$ cat src/hw/rtl/srs_pkg.sv
// Package for the shortest-remaining-time scheduler: task record, queue operation,
// event codes and sequencer states. Depends on nothing.
`timescale 1ns / 1ps
package srs_pkg;
    localparam int LEN_BITS = 16;
    localparam int QUEUE_DEPTH_DEF = 16;

    typedef struct packed {
        logic [15:0]         id;
        logic [LEN_BITS-1:0] rem;
        logic [15:0]         win;
    } entry_t;

    typedef struct packed {
        logic   push;
        logic   pop;
        entry_t ent;
    } chain_op_t;

    typedef enum logic [1:0] {
        EV_NONE   = 2'd0,
        EV_FINISH = 2'd1,
        EV_PREEMPT = 2'd2,
        EV_REJECT = 2'd3
    } event_t;

    typedef enum logic [2:0] {
        ST_IDLE,
        ST_ARR,
        ST_PICK,
        ST_STEP,
        ST_FIN,
        ST_OUT
    } state_t;

    function automatic logic key_lt(input entry_t a, input entry_t b);
        key_lt = (a.rem < b.rem) || ((a.rem == b.rem) && (a.id < b.id));
    endfunction
endpackage

$ cat src/hw/rtl/srs_cell.sv
// One cell of the sorted waiting queue; holds a single task record.
// Depends on srs_pkg.
`timescale 1ns / 1ps
module srs_cell
    import srs_pkg::*;
(
    input  logic      clk,
    input  logic      rst_n,
    input  chain_op_t op,
    input  entry_t    left_ent,
    input  logic      left_valid,
    input  logic      left_lt,
    input  entry_t    right_ent,
    input  logic      right_valid,
    output entry_t    ent,
    output logic      valid,
    output logic      lt
);
    entry_t ent_reg, ent_next;
    logic   valid_reg, valid_next;
    logic   less_self;

    assign less_self = !valid_reg || key_lt(op.ent, ent_reg);
    assign lt = valid_reg && key_lt(op.ent, ent_reg);

    always_comb
    begin
        ent_next = ent_reg;
        valid_next = valid_reg;
        if (op.pop)
        begin
            ent_next = right_ent;
            valid_next = right_valid;
        end
        else if (op.push)
        begin
            if (left_lt)
            begin
                ent_next = left_ent;
                valid_next = left_valid;
            end
            else if (less_self && left_valid)
            begin
                ent_next = op.ent;
                valid_next = 1'b1;
            end
        end
    end

    always_ff @(posedge clk or negedge rst_n)
    begin
        if (!rst_n)
        begin
            valid_reg <= 1'b0;
        end
        else
        begin
            valid_reg <= valid_next;
        end
    end

    always_ff @(posedge clk)
    begin
        ent_reg <= ent_next;
    end

    assign ent = ent_reg;
    assign valid = valid_reg;
endmodule

$ cat src/hw/rtl/preemptive_shortest_remaining_scheduler_unit.sv
// Top level of the shortest-remaining-time scheduler: sequencer, running task and
// counters around a sorted chain of queue cells. Depends on srs_pkg and srs_cell.
//
//   channel | signals                                         | role
//   in      | in_valid in_ready mode arrival_*                | one scheduler item
//   out     | out_valid out_ready event_res task_id ...       | one result per item
//
// An item passes through acceptance, arrival, optional pick, a time step on a tick
// that does not preempt, optional pick after a finish, and the output load.
// Each queue insert or removal shifts the chain of cells. Reset empties the queue at
// once. A stalled result holds the sequencer in its output step.
`timescale 1ns / 1ps
module preemptive_shortest_remaining_scheduler_unit
    import srs_pkg::*;
#(
    parameter int QUEUE_DEPTH = QUEUE_DEPTH_DEF
)
(
    input  logic        clk,
    input  logic        rst_n,
    input  logic        in_valid,
    output logic        in_ready,
    input  logic        mode,
    input  logic        arrival_valid,
    input  logic [15:0] arrival_length,
    input  logic [15:0] arrival_window,
    output logic        out_valid,
    input  logic        out_ready,
    output logic [1:0]  event_res,
    output logic [15:0] task_id,
    output logic [15:0] preemptor_id,
    output logic [31:0] event_time,
    output logic [39:0] finish_sum,
    output logic [15:0] finished_count,
    output logic        busy_res
);
    localparam int CNT_BITS = $clog2(QUEUE_DEPTH + 1);
    localparam logic [CNT_BITS-1:0] DEPTH_C = CNT_BITS'(QUEUE_DEPTH);
    localparam logic [31:0] LEN_MAX = 32'((64'd1 << LEN_BITS) - 64'd1);
    localparam logic [39:0] SUM_MAX = {40{1'b1}};

    state_t              state_reg, state_next;
    logic [CNT_BITS-1:0] cnt_reg, cnt_next;
    logic                run_v_reg, run_v_next;
    entry_t              run_reg, run_next;
    logic [15:0]         tick_reg, tick_next;
    logic [31:0]         time_reg, time_next;
    logic [39:0]         sum_reg, sum_next;
    logic [15:0]         nid_reg, nid_next;
    logic [15:0]         done_reg, done_next;
    logic                mode_reg, mode_next;
    logic                av_reg, av_next;
    entry_t              nj_reg, nj_next;
    event_t              ev_reg, ev_next;
    logic [15:0]         tid_reg, tid_next;
    logic [15:0]         pid_reg, pid_next;
    logic                ov_reg, ov_next;
    logic [1:0]          o_ev_reg, o_ev_next;
    logic [15:0]         o_tid_reg, o_tid_next;
    logic [15:0]         o_pid_reg, o_pid_next;
    logic [31:0]         o_time_reg, o_time_next;
    logic [39:0]         o_sum_reg, o_sum_next;
    logic [15:0]         o_done_reg, o_done_next;
    logic                o_busy_reg, o_busy_next;

    chain_op_t op;
    entry_t    ent_w   [QUEUE_DEPTH];
    logic      valid_w [QUEUE_DEPTH];
    logic      lt_w    [QUEUE_DEPTH];
    entry_t    zero_ent;
    logic [31:0] len_ext;
    logic [LEN_BITS-1:0] rem_dec;
    logic [40:0] sum_add;
    logic [15:0] nid_inc;

    assign zero_ent = '0;

    genvar gi;
    generate
        for (gi = 0; gi < QUEUE_DEPTH; gi++)
        begin : g_cell
            entry_t l_ent, r_ent;
            logic   l_valid, l_lt, r_valid;
            if (gi == 0)
            begin : g_first
                assign l_ent = zero_ent;
                assign l_valid = 1'b1;
                assign l_lt = 1'b0;
            end
            else
            begin : g_mid
                assign l_ent = ent_w[gi-1];
                assign l_valid = valid_w[gi-1];
                assign l_lt = lt_w[gi-1];
            end
            if (gi == QUEUE_DEPTH - 1)
            begin : g_last
                assign r_ent = zero_ent;
                assign r_valid = 1'b0;
            end
            else
            begin : g_inner
                assign r_ent = ent_w[gi+1];
                assign r_valid = valid_w[gi+1];
            end
            srs_cell u_cell (
                .clk         (clk),
                .rst_n       (rst_n),
                .op          (op),
                .left_ent    (l_ent),
                .left_valid  (l_valid),
                .left_lt     (l_lt),
                .right_ent   (r_ent),
                .right_valid (r_valid),
                .ent         (ent_w[gi]),
                .valid       (valid_w[gi]),
                .lt          (lt_w[gi])
            );
        end
    endgenerate

    assign in_ready = (state_reg == ST_IDLE);
    assign len_ext = {16'd0, arrival_length};
    assign rem_dec = run_reg.rem - LEN_BITS'(1);
    assign sum_add = {1'b0, sum_reg} + {9'd0, time_reg + 32'd1};
    assign nid_inc = nid_reg + 16'd1;

    always_comb
    begin
        state_next = state_reg;
        cnt_next = cnt_reg;
        run_v_next = run_v_reg;
        run_next = run_reg;
        tick_next = tick_reg;
        time_next = time_reg;
        sum_next = sum_reg;
        nid_next = nid_reg;
        done_next = done_reg;
        mode_next = mode_reg;
        av_next = av_reg;
        nj_next = nj_reg;
        ev_next = ev_reg;
        tid_next = tid_reg;
        pid_next = pid_reg;
        ov_next = ov_reg;
        o_ev_next = o_ev_reg;
        o_tid_next = o_tid_reg;
        o_pid_next = o_pid_reg;
        o_time_next = o_time_reg;
        o_sum_next = o_sum_reg;
        o_done_next = o_done_reg;
        o_busy_next = o_busy_reg;
        op.push = 1'b0;
        op.pop = 1'b0;
        op.ent = nj_reg;
        if (ov_reg && out_ready)
        begin
            ov_next = 1'b0;
        end
        case (state_reg)
            ST_IDLE:
            begin
                if (in_valid)
                begin
                    mode_next = mode;
                    av_next = arrival_valid;
                    nj_next.id = nid_reg;
                    nj_next.win = arrival_window;
                    if (arrival_length == 16'd0)
                    begin
                        nj_next.rem = LEN_BITS'(1);
                    end
                    else if (len_ext > LEN_MAX)
                    begin
                        nj_next.rem = LEN_MAX[LEN_BITS-1:0];
                    end
                    else
                    begin
                        nj_next.rem = LEN_BITS'(len_ext);
                    end
                    if (arrival_valid)
                    begin
                        nid_next = (nid_inc == 16'd0) ? 16'd1 : nid_inc;
                    end
                    state_next = ST_ARR;
                end
            end
            ST_ARR:
            begin
                ev_next = EV_NONE;
                tid_next = av_reg ? nj_reg.id : 16'd0;
                pid_next = 16'd0;
                state_next = (mode_reg && !run_v_reg) ? ST_PICK :
                             (mode_reg ? ST_STEP : ST_OUT);
                if (av_reg)
                begin
                    if (mode_reg && run_v_reg && (cnt_reg < DEPTH_C) &&
                        (tick_reg < run_reg.win) && (nj_reg.rem < run_reg.rem))
                    begin
                        ev_next = EV_PREEMPT;
                        tid_next = run_reg.id;
                        pid_next = nj_reg.id;
                        op.push = 1'b1;
                        op.ent = run_reg;
                        cnt_next = cnt_reg + CNT_BITS'(1);
                        run_next = nj_reg;
                        tick_next = 16'd0;
                        state_next = ST_OUT;
                    end
                    else if (cnt_reg >= DEPTH_C)
                    begin
                        ev_next = EV_REJECT;
                    end
                    else
                    begin
                        op.push = 1'b1;
                        cnt_next = cnt_reg + CNT_BITS'(1);
                    end
                end
            end
            ST_PICK, ST_FIN:
            begin
                if (cnt_reg != '0)
                begin
                    run_next = ent_w[0];
                    run_v_next = 1'b1;
                    tick_next = 16'd0;
                    op.pop = 1'b1;
                    cnt_next = cnt_reg - CNT_BITS'(1);
                end
                state_next = (state_reg == ST_PICK) ? ST_STEP : ST_OUT;
            end
            ST_STEP:
            begin
                state_next = ST_OUT;
                if (run_v_reg)
                begin
                    time_next = time_reg + 32'd1;
                    run_next.rem = rem_dec;
                    if (tick_reg != 16'hFFFF)
                    begin
                        tick_next = tick_reg + 16'd1;
                    end
                    if (rem_dec == '0)
                    begin
                        sum_next = (sum_add > {1'b0, SUM_MAX}) ? SUM_MAX : sum_add[39:0];
                        done_next = done_reg + 16'd1;
                        run_v_next = 1'b0;
                        if (ev_reg != EV_REJECT)
                        begin
                            ev_next = EV_FINISH;
                            tid_next = run_reg.id;
                        end
                        state_next = ST_FIN;
                    end
                end
            end
            ST_OUT:
            begin
                if (!ov_reg || out_ready)
                begin
                    ov_next = 1'b1;
                    o_ev_next = ev_reg;
                    o_tid_next = tid_reg;
                    o_pid_next = pid_reg;
                    o_time_next = time_reg;
                    o_sum_next = sum_reg;
                    o_done_next = done_reg;
                    o_busy_next = run_v_reg;
                    state_next = ST_IDLE;
                end
            end
            default:
            begin
                state_next = ST_IDLE;
            end
        endcase
    end

    always_ff @(posedge clk or negedge rst_n)
    begin
        if (!rst_n)
        begin
            state_reg <= ST_IDLE;
            cnt_reg <= '0;
            run_v_reg <= 1'b0;
            run_reg <= '0;
            tick_reg <= 16'd0;
            time_reg <= 32'd0;
            sum_reg <= 40'd0;
            nid_reg <= 16'd1;
            done_reg <= 16'd0;
            ov_reg <= 1'b0;
        end
        else
        begin
            state_reg <= state_next;
            cnt_reg <= cnt_next;
            run_v_reg <= run_v_next;
            run_reg <= run_next;
            tick_reg <= tick_next;
            time_reg <= time_next;
            sum_reg <= sum_next;
            nid_reg <= nid_next;
            done_reg <= done_next;
            ov_reg <= ov_next;
        end
    end

    always_ff @(posedge clk)
    begin
        mode_reg <= mode_next;
        av_reg <= av_next;
        nj_reg <= nj_next;
        ev_reg <= ev_next;
        tid_reg <= tid_next;
        pid_reg <= pid_next;
        o_ev_reg <= o_ev_next;
        o_tid_reg <= o_tid_next;
        o_pid_reg <= o_pid_next;
        o_time_reg <= o_time_next;
        o_sum_reg <= o_sum_next;
        o_done_reg <= o_done_next;
        o_busy_reg <= o_busy_next;
    end

    assign out_valid = ov_reg;
    assign event_res = o_ev_reg;
    assign task_id = o_tid_reg;
    assign preemptor_id = o_pid_reg;
    assign event_time = o_time_reg;
    assign finish_sum = o_sum_reg;
    assign finished_count = o_done_reg;
    assign busy_res = o_busy_reg;

    a_cnt_bound: assert property (@(posedge clk) disable iff (!rst_n)
        cnt_reg <= DEPTH_C)
        else $error("Queue count exceeds its depth.");
    a_head_valid: assert property (@(posedge clk) disable iff (!rst_n)
        valid_w[0] == (cnt_reg != '0))
        else $error("Queue head does not match the count.");
    a_run_rem: assert property (@(posedge clk) disable iff (!rst_n)
        run_v_reg |-> (run_reg.rem != '0))
        else $error("Running task has no remaining time.");
    a_accept_arr: assert property (@(posedge clk) disable iff (!rst_n)
        (in_valid && in_ready) |=> (state_reg == ST_ARR))
        else $error("Accepted transfer did not start the arrival step.");
endmodule

$ cat config.mk
export PLATFORM = sky130hd
export DESIGN_NAME = preemptive_shortest_remaining_scheduler_unit
export DESIGN_NICKNAME = d
export VERILOG_FILES = /design/src/hw/rtl/srs_pkg.sv /design/src/hw/rtl/srs_cell.sv /design/src/hw/rtl/preemptive_shortest_remaining_scheduler_unit.sv
export SDC_FILE = /design/constraint.sdc
export NUM_CORES = 2
export LEC_CHECK = 0
export ABC_AREA = 1
export BUFFER_PORTS_ARGS = -buffer_cell sky130_fd_sc_hd__buf_4
export CORE_ASPECT_RATIO = 0.9
export CORE_MARGIN = 2
export CORE_UTILIZATION = 55
export DETAILED_ROUTE_END_ITERATION = 10
export HOLD_SLACK_MARGIN = 0.02
export PLACE_DENSITY = 0.78
export SYNTH_ARGS = -nofsm -noshare
export SYNTH_HDL_FRONTEND = slang
export SYNTH_SLANG_ARGS = --single-unit
export TNS_END_PERCENT = 1
$ cat constraint.sdc
create_clock -name clk -period 8.9 [get_ports clk]
set_clock_uncertainty 0.15 [all_clocks]
set_input_delay 2.225 -clock clk [delete_from_list [all_inputs] [get_ports clk]]
set_output_delay 2.225 -clock clk [all_outputs]
set_load 0.1 [all_outputs]
==> run_results.csv <==
group,metric,value,unit
routing,viasPerCell,5.82,
sta,min_period,7.17,ns
worst_setup_path,crit_path_top_delay_cell,"inv_2",
logic_synthesis,synth_async_sr_flop_share,0.166,
clock_tree,cts_buffers,132,
routing,drtIter0Drc,7565,
final_layout,drive_gt1_frac,0.0684,
logic_synthesis,netlist_instances,8735,
worst_setup_path,critPathMaxStageDelay,0.84,ns
logic_synthesis,syn_nets,9342,
routing,drt-wirelength-per-cell,19.1,µm
sta,slew_headroom,0.137,
worst_setup_path,cp.required,9.15,ns
global_routing,grt_pass1_wl,318000,µm
logic_synthesis,synth_flop_cell,"edfxtp_1",
global_routing,grt_max_degree,232,
logic_synthesis,yosysTopAreaCell,"edfxtp_1",
floorplanning,start_util,0.552,
logic_synthesis,ys_warn_count,0,
clock_tree,clockBufferDepth,3,
logic_synthesis,synth_cell_types,64,
final_layout,nFillCells,10900,
logic_synthesis,synth_commonest_cells,"nand2_1 (2415), inv_1 (1185), edfxtp_1 (927), nand3_1 (861), o21ai_0 (831)",
sta,finalSetupTns,0,ns
hold_path,min_path_type,"register to register",
logic_synthesis,netlist.area_leader.share,0.386,
worst_setup_path,critPathKind,"register to register",
routing,postRouteAntennaNets,0,
placed_design,dp_hpwl,147000,µm
sta,fmax,0.139,GHz
final_layout,fin_cells,10500,
logic_synthesis,synthTopCellsByArea,"edfxtp_1 (39%), nand2_1 (13%), ha_1 (9.8%)",
global_routing,overflow,0,
worst_setup_path,worstPathCellList,"inv_1 > ha_1 > nand2_1 > inv_1 > nand3_1 > nor3_1 > a21oi_4 > nand3_2 > clkinv_2 > o21ai_0 > inv_1 > buf_4 > ha_1 > nand2_1 > nor3_1 > o211ai_1 > nor3b_1 > nand2_1 > nand2_1 > nand2_2 > nand3_1 > nand2_1 > inv_2",
sta,final-setup-viol-count,0,
logic_synthesis,syn_area,72100,µm²
floorplanning,core,131000,µm²
final_layout,fin_nets,9295,
sta,rsz0062_at_grt,"no",
final_layout,diodes,0,
global_routing,first_global_vias,57700,
final_layout,multi_input_area,32000,µm²
run,drv_cap,0,
sta,finalCritPeriodShare,0.806,
global_routing,track_usage,0.296,
final_layout,area_growth,9.32,%
logic_synthesis,yosysSeqAreaShare,0.467,
placed_design,dp_slack,1.92,ns
clock_tree,cts_sinks,1169,
clock_tree,cts-resized-gates,0,
final_layout,largest_reg_flops,768,
floorplanning,dieArea,134000,µm²
floorplanning,pin_count,163,
final_layout,seq_area,33700,µm²
placed_design,placed_cells,10300,
clock_tree,clkSlewWorstSetupHoldPaths,0.06,ns
routing,post-route-drc-count,0,
logic_synthesis,synth_seq_cells,1169,
placed_design,port_buffers,162,
sta,maxSlewViolCount,0,
global_routing,antenna_found_initial,3,
clock_tree,cts_tree,"yes",
floorplanning,rows,126,
placed_design,gp_congestion,0.960,
routing,first_pass_iters,6,
worst_setup_path,crit_path_max_fanout,50,
sta,worst_slack,1.73,ns
outcome,status,"completed",
clock_tree,htreeDepth,4,
worst_setup_path,crit_arrival,7.42,ns
sta,worst_slew_pin_slew,1.29,ns
clock_tree,post_cts_buffers,0,
floorplanning,die_h,348,µm
sta,hold_viol,0,
routing,routed_wl,202000,µm
worst_setup_path,cpLargestDelayFamily,"simple AND/OR/NAND/NOR gates",
clock_tree,worstSkewPairLatency,0.80,ns
routing,routed-via-count,61200,
worst_setup_path,end_kind,"register",
clock_tree,cts_hold_buf,0,
floorplanning,die_w,386,µm
logic_synthesis,synth.most_common_cell,"nand2_1",
worst_setup_path,cp_num_buf_inv,6,
worst_setup_path,timing.critical_path.mode_cell,"nand2_1",
clock_tree,cts_root_buf,"clkbuf_16",
logic_synthesis,avgSynthCellArea,8.25,µm²
worst_setup_path,start_kind,"register",
logic_synthesis,synth_enable_flop_cells,927,
-- cells in the final DEF (no fill, tap or decap), types with 10 or more instances in the layout --
| master | count |
|---|---|
| o21ai_0 | 802 |
| inv_2 | 26 |
| xor2_1 | 70 |
| or2_2 | 19 |
| a31oi_1 | 20 |
| clkinv_2 | 19 |
| clkbuf_16 | 134 |
| o21ai_1 | 106 |
| nand3_1 | 861 |
| o221ai_1 | 19 |
| nand4_1 | 68 |
| nor2_1 | 304 |
| o211ai_1 | 43 |
| nor3_1 | 62 |
| o21a_1 | 21 |
| clkbuf_1 | 31 |
| a21oi_1 | 253 |
| ha_1 | 567 |
| nand2_1 | 2406 |
| xnor2_1 | 24 |
| o21ai_2 | 28 |
| buf_4 | 271 |
| a2bb2oi_1 | 29 |
| nand2_2 | 19 |
| clkbuf_8 | 14 |
| a211oi_1 | 36 |
| o2111ai_1 | 11 |
| a22oi_1 | 21 |
| edfxtp_1 | 927 |
| inv_1 | 1168 |
| o22ai_1 | 12 |
| dfxtp_1 | 48 |
| nor4_1 | 28 |
| dfrtp_1 | 192 |
| clkinv_1 | 10 |
-- cell type report --
class / instances / share of cell area
Clock buffer: 178 / 0.0463
Clock inverter: 64 / 0.00921
Inverter: 1195 / 0.0569
Multi-Input combinational cell: 5914 / 0.406
Sequential cell: 1169 / 0.427
Tap cell: 1728 / 0.0274
Timing Repair Buffer: 276 / 0.0270
-- cells by family (layout without fill, tap and decap cells) --
| family | after synthesis | in the layout | synth area share |
|---|---|---|---|
| adders and majority gates | 569 | 569 | 0.0989 |
| and+or+nand+nor | 3816 | 3816 | 0.222 |
| AOI/OAI and AO/OA | 1435 | 1435 | 0.109 |
| DFF | 1169 | 1169 | 0.467 |
| xor gates and xnor gates | 94 | 94 | 0.0114 |
| buffers and inverters | 1652 | 1713 | 0.0916 |
-- stage by stage --
step	area, µm²	hold WS, ns	util
5_1_grt	78800	0.265	0.603
3_5_place_dp	74500	0.255	0.570
3_3_place_gp	74500	0.255	0.570
2_1_floorplan	72100	0.250	-
4_1_cts	78800	0.261	0.603
6_report	78800	0.262	0.603
-- per-layer routing --
metal  part of all wire  vias to the layer above  track usage
met5            0.00012                        -            0
met4              0.034                        4        0.108
met3               0.10                      426       0.0536
met2               0.43                     3168        0.445
met1               0.43                    28500        0.427
li1                   -                    29200            -
-- worst paths after layout --
kind	slack [ns]	endpoint	depth (start not counted)	from
max in group asynchronous	6.07	cnt_reg[1]$_DFFE_PN0P_	2	rst_n
min	0.26	task_id[15]$_DFFE_PP_	0	tid_reg[15]$_DFFE_PP_
max	1.73	g_cell[8].u_cell.ent[40]$_DFFE_PP_	23	run_reg[27]$_DFFE_PN0P_
min in group asynchronous	1.32	time_reg[3]$_DFFE_PN0P_	1	rst_n
max reg2reg	1.73	g_cell[8].u_cell.ent[40]$_DFFE_PP_	23	run_reg[27]$_DFFE_PN0P_
min reg2reg	0.26	task_id[15]$_DFFE_PP_	0	tid_reg[15]$_DFFE_PP_
Power is not shown: default switching activity piles up to over one toggle a cycle in this logic, so the estimate is an artifact.
